File: src/rtl/lpt_probe.sv
// ----------------------------------------------------------------------------
// lpt_probe
// Binary search step: compares the fetched tail with the sample and picks
// the next search bounds and probe index.
// ----------------------------------------------------------------------------
module lpt_probe #(
  parameter int CNT_W      = 11,
  parameter int VALUE_BITS = 32
) (
  input  logic [CNT_W-1:0]      lo,
  input  logic [CNT_W-1:0]      hi,
  input  logic [CNT_W-1:0]      mid,
  input  logic [VALUE_BITS-1:0] tail,
  input  logic [VALUE_BITS-1:0] value,
  output logic [CNT_W-1:0]      lo_next,
  output logic [CNT_W-1:0]      hi_next,
  output logic [CNT_W-1:0]      mid_next,
  output logic                  more
);

  logic             less;
  logic [CNT_W-1:0] lo_r;
  logic [CNT_W-1:0] mid_r;
  logic [CNT_W-1:0] mid_l;

  // Both candidate probes come from registers only; the compare just selects
  always_comb begin
    less  = $signed(tail) < $signed(value);
    lo_r  = mid + CNT_W'(1);
    mid_r = lo_r + ((hi - lo_r) >> 1);
    mid_l = lo + ((mid - lo) >> 1);
    if (less) begin
      lo_next  = lo_r;
      hi_next  = hi;
      mid_next = mid_r;
      more     = lo_r < hi;
    end else begin
      lo_next  = lo;
      hi_next  = mid;
      mid_next = mid_l;
      more     = lo < mid;
    end
  end

endmodule

File: config.mk
export PLATFORM = sky130hd
export DESIGN_NAME = lpt_probe
export DESIGN_NICKNAME = d
export VERILOG_FILES = /design/src/rtl/lpt_probe.sv
export SDC_FILE = /design/constraint.sdc
export NUM_CORES = 1
export LEC_CHECK = 0
export BUFFER_PORTS_ARGS = -buffer_cell sky130_fd_sc_hd__buf_2
export CELL_PAD_IN_SITES_DETAIL_PLACEMENT = 1
export CELL_PAD_IN_SITES_GLOBAL_PLACEMENT = 2
export CORE_MARGIN = 5
export CORE_UTILIZATION = 31
export DETAILED_ROUTE_END_ITERATION = 8
export PLACE_DENSITY_LB_ADDON = 0.1
export SLEW_MARGIN = 20
export SYNTH_ARGS = -nofsm -noshare
export SYNTH_HDL_FRONTEND = slang
export SYNTH_SLANG_ARGS = --single-unit
File: constraint.sdc
create_clock -name vclk -period 16.74
set_clock_uncertainty 0.05 [all_clocks]
set_input_delay 3.348 -clock vclk [all_inputs]
set_output_delay 3.348 -clock vclk [all_outputs]
set_load 0.1 [all_outputs]
After elaboration in Yosys (flattened, before gate mapping). Cells that the tools add are included.

Magnitude comparators: 3. Add/subtract/negate cells: 5. Multiplexer cells: 4.

Operators by type and width (count): 11-bit 2-to-1 mux (3); 32-bit < comparator (1); 11-bit by 10-bit adder with 11-bit output (2); 11-bit < comparator (2); 11-bit subtractor (2); 11-bit by 1-bit adder with 11-bit output (second input constant) (1); 1-bit 2-to-1 mux (1).

Logic and storage cells: 12. Output and inout bits: 34. Bits in registers: 0.

Longest topological paths before layout.
Depth after elaboration: 4. Mapped depth: 20. Depth with buffers taken out: 20.

Worst setup path before layout. Ideal clock, no wire load.

Kind: in2out. Start: in mid[0]. End: out mid_next[8]. Data arrival time: 8.039 ns. Data required time: 13.342 ns. Stages: 14. Slack: 5.303 ns. Buffers on the path: 0. Cell sequence: ha_1 fa_1 maj3_2 maj3_2 a2bb2oi_2 nand3_1 a211o_1 nand2_1 xnor2_1 ha_1 nor2b_1 a221o_1 xnor2_1 a21oi_1.

Longest elaborated chain between the ends: 4.

Ends and longest elaborated chain: start, declared (line 12) `input logic [CNT_W-1:0] mid,`; 11-bit by 1-bit adder with 11-bit output (line 29) `lo_r = mid + CNT_W'(1);`; 11-bit subtractor (line 30) `mid_r = lo_r + ((hi - lo_r) >> 1);`; 11-bit by 10-bit adder with 11-bit output (line 30); 11-bit 2-to-1 mux (*) (line 32) `if (less) begin`; end, declared (line 17) `output logic [CNT_W-1:0] mid_next,`.

Every way passes the cells marked *; elsewhere a longest branch is shown, timed or not.

Final worst setup path.
Start: in mid[1]. End: out mid_next[8].

Same word-level chain as after synthesis.

==> metrics.csv <==
stage;metric;value;unit
placement;io_buffers;131;
setup_path;cp_max_fo;6;
power;p_sw_share;74.1;%
die;start_util;31.4;%
global_routing;grt_pass1_wl;21200;um
die;die_w;120;um
die;fp.coreArea;11900;sq um
layout;n_antenna_cell;0;
logic_synthesis;synth_seq_area_share;0;%
setup_path;crit_required;13.34;ns
routing;antenna_left;0;
logic_synthesis;syn_area_per_cell;7.16;sq um
setup_path;cp.arrival;7.75;ns
routing;drc;0;
logic_synthesis;netlist_area;3740;sq um
sta;setup_viol_count_final;0;
power;power_density;96.1;nW/um^2
routing;drt_iter0_markers;151;
logic_synthesis;ys_warn_count;0;
routing;wl;13300;um
global_routing;grtUsageTotal;17.6;%
clocking;post_cts_resize_count;0;
die;dieHeight;120;um
global_routing;antenna_found_initial;0;
power;combPwrFrac;100.0;%
global_routing;grt_max_degree;67;
routing;vias;4192;
placement;place_area;4490;sq um
min_path;worstHoldPathType;in -> out;
layout;fin_cells;786;
layout;area_delta_synth_final;20.0;%
power;seqPwrFrac;0;%
clocking;hold_buffers;0;
setup_path;critPathKind;in -> out;
sta;relSlewSlack;43.9;%
setup_path;path_delay_family;adder cells;
setup_path;cp_cell_sequence;buf_2 -> ha_1 -> fa_1 -> maj3_2 -> maj3_2 -> a2bb2oi_2 -> nand3_1 -> a211o_1 -> nand2_1 -> xnor2_1 -> ha_1 -> nor2b_1 -> a221o_1 -> xnor2_1 -> a21oi_1 -> buf_2;
logic_synthesis;synth_cell_types;78;
power;p_sw;0.320;mW
global_routing;globalRoute.totalOverflow;0;
placement;hpwl;11600;um
logic_synthesis;syn_inst;523;
setup_path;slowest_stage;fa_1;
sta;slew_violations;0;
setup_path;cp.buffers_inverters;2;
power;p_clk_share;0;%
sta;worst_pin_slew;0.835;ns
flow_run;max_cap_violations;0;
sta;fin_ws;5.59;ns
placement;pre_cts_slack;5.65;ns
clocking;cts_setup_buffers;0;
setup_path;critPathMaxStageDelay;0.48;ns
die;fp-row-count;40;
layout;stdcell_area;4490;sq um
setup_path;start_kind;input port;
setup_path;cp-end-kind;primary output;
sta;rsz0062_at_grt;false;
layout;fillers;1555;
power;p_int;0.112;mW
layout;regArea;0;sq um
layout;fin_nets;805;
layout;n_clock_buffer;0;
sta;clock.fmax;0.0897;GHz
placement;gp_congestion;0.856;
layout;numSequentialCells;0;
layout;drive_gt1_share;26.1;%
routing;vias_per_cell;5.33;
die;die-area;14400;sq um
logic_synthesis;syn_nets;687;
power;vdd_ir_drop_max;0.000119;V
sta;finalHoldViolCount;0;
status;status;finished, final reports clean;
routing;drt-pass1-iter-count;6;
sta;min_period;11.15;ns
power;p_leak;2.28;nW
routing;post_drt_wl_per_cell;16.9;um
die;io_pins;131;
placement;dp_cells;786;
global_routing;grt_pass1_vias;4269;
sta;fin_crit_sh;66.6;%
sta;tns;0;ns
-- cells in the mapped netlist, types with 3 or more instances --
cell / n / area [sq um]
a211o_1: 3 / 26.3
or3_1: 3 / 18.8
inv_1: 69 / 259
a31oi_1: 4 / 25.0
nor3_1: 10 / 50.1
xor2_1: 12 / 105
a311oi_1: 3 / 26.3
ha_1: 63 / 788
mux2_2: 13 / 146
nor2_1: 36 / 135
nor2b_1: 8 / 50.1
fa_1: 4 / 80.1
clkbuf_1: 8 / 30.0
nand2b_1: 6 / 37.5
and2_1: 3 / 18.8
o31ai_1: 6 / 45.0
o22ai_1: 3 / 18.8
o21bai_1: 5 / 37.5
o21ai_0: 31 / 155
xnor2_1: 37 / 324
nand4_1: 9 / 56.3
o21a_1: 3 / 22.5
nand2_1: 34 / 128
nor4_1: 4 / 25.0
clkbuf_8: 3 / 41.3
a21oi_1: 43 / 215
nand4b_1: 3 / 26.3
and3_1: 4 / 25.0
nand3_1: 18 / 90.1
a21o_1: 11 / 82.6
xnor2_2: 3 / 48.8
-- through the flow --
step / power, mW / hold slack [ns] / util [%]
2_1_floorplan: 0.348 / 7.09 / -
3_3_place_gp: 0.427 / 7.12 / 37.7
3_5_place_dp: 0.431 / 7.12 / 37.7
4_1_cts: 0.433 / 7.13 / 37.7
5_1_grt: 0.460 / 7.15 / 37.7
6_report: 0.432 / 7.13 / 37.7
-- placed cells by master, fill, tap and decap left out, types with 5 or more instances in the layout --
| cell | n |
|---|---|
| nand3_1 | 18 |
| ha_1 | 63 |
| xor2_1 | 12 |
| nor3_1 | 10 |
| a21oi_1 | 43 |
| nor2_1 | 36 |
| o21bai_1 | 5 |
| nand2b_1 | 6 |
| xnor2_1 | 37 |
| inv_1 | 69 |
| nand4_1 | 9 |
| buf_2 | 131 |
| nor2b_1 | 8 |
| o31ai_1 | 5 |
| o21ai_0 | 31 |
| mux2_2 | 13 |
| a21o_1 | 11 |
| nand2_1 | 34 |
-- logic make-up after synthesis --
kind of cell / Yosys count / synth area share, %
AND/OR/NAND/NOR: 151 / 20.5
AO/OA/AOI/OAI: 144 / 26.1
buffers and inverters: 87 / 10.2
adder cells (fa/ha/maj): 71 / 24.3
XOR/XNOR: 55 / 14.4
multiplexers: 15 / 4.45
-- power by group through the flow --
stage | logic (mW) | clock network (mW) | registers, mW
after detailed placement | 0.431 | 0 | 0
after floorplan | 0.348 | 0 | 0
after CTS | 0.433 | 0 | 0
final | 0.432 | 0 | 0
after global routing | 0.460 | 0 | 0
after global placement | 0.427 | 0 | 0
-- worst paths after layout --
path | start | end | slack [ns] | depth (start not counted)
hold / removal | mid[0] | lo_next[0] | 7.13 | 3
setup / recovery | mid[1] | mid_next[8] | 5.59 | 16
-- tightest hold or removal path: stages --
cell and delay (ns):
buf_2 0.13, a21oi_1 0.07, buf_2 0.28
-- layout make-up --
| type | instances | area [sq um] | share of cell area, % |
|---|---|---|---|
| timing repair buffer | 132 | 663 | 14.8 |
| inverter | 71 | 267 | 5.93 |
| multi-input combinational | 436 | 3380 | 75.2 |
| tap | 147 | 184 | 4.10 |
-- layer usage --
metal | global-route usage (%) | up-vias | routed length [um]
li1 | - | 2106 | -
met1 | 25.6 | 1986 | 6490
met2 | 29.8 | 94 | 6070
met3 | 1.70 | 6 | 650
met4 | 0.501 | 0 | 61
met5 | 0 | - | 0
(Power assumes the default switching activity.)
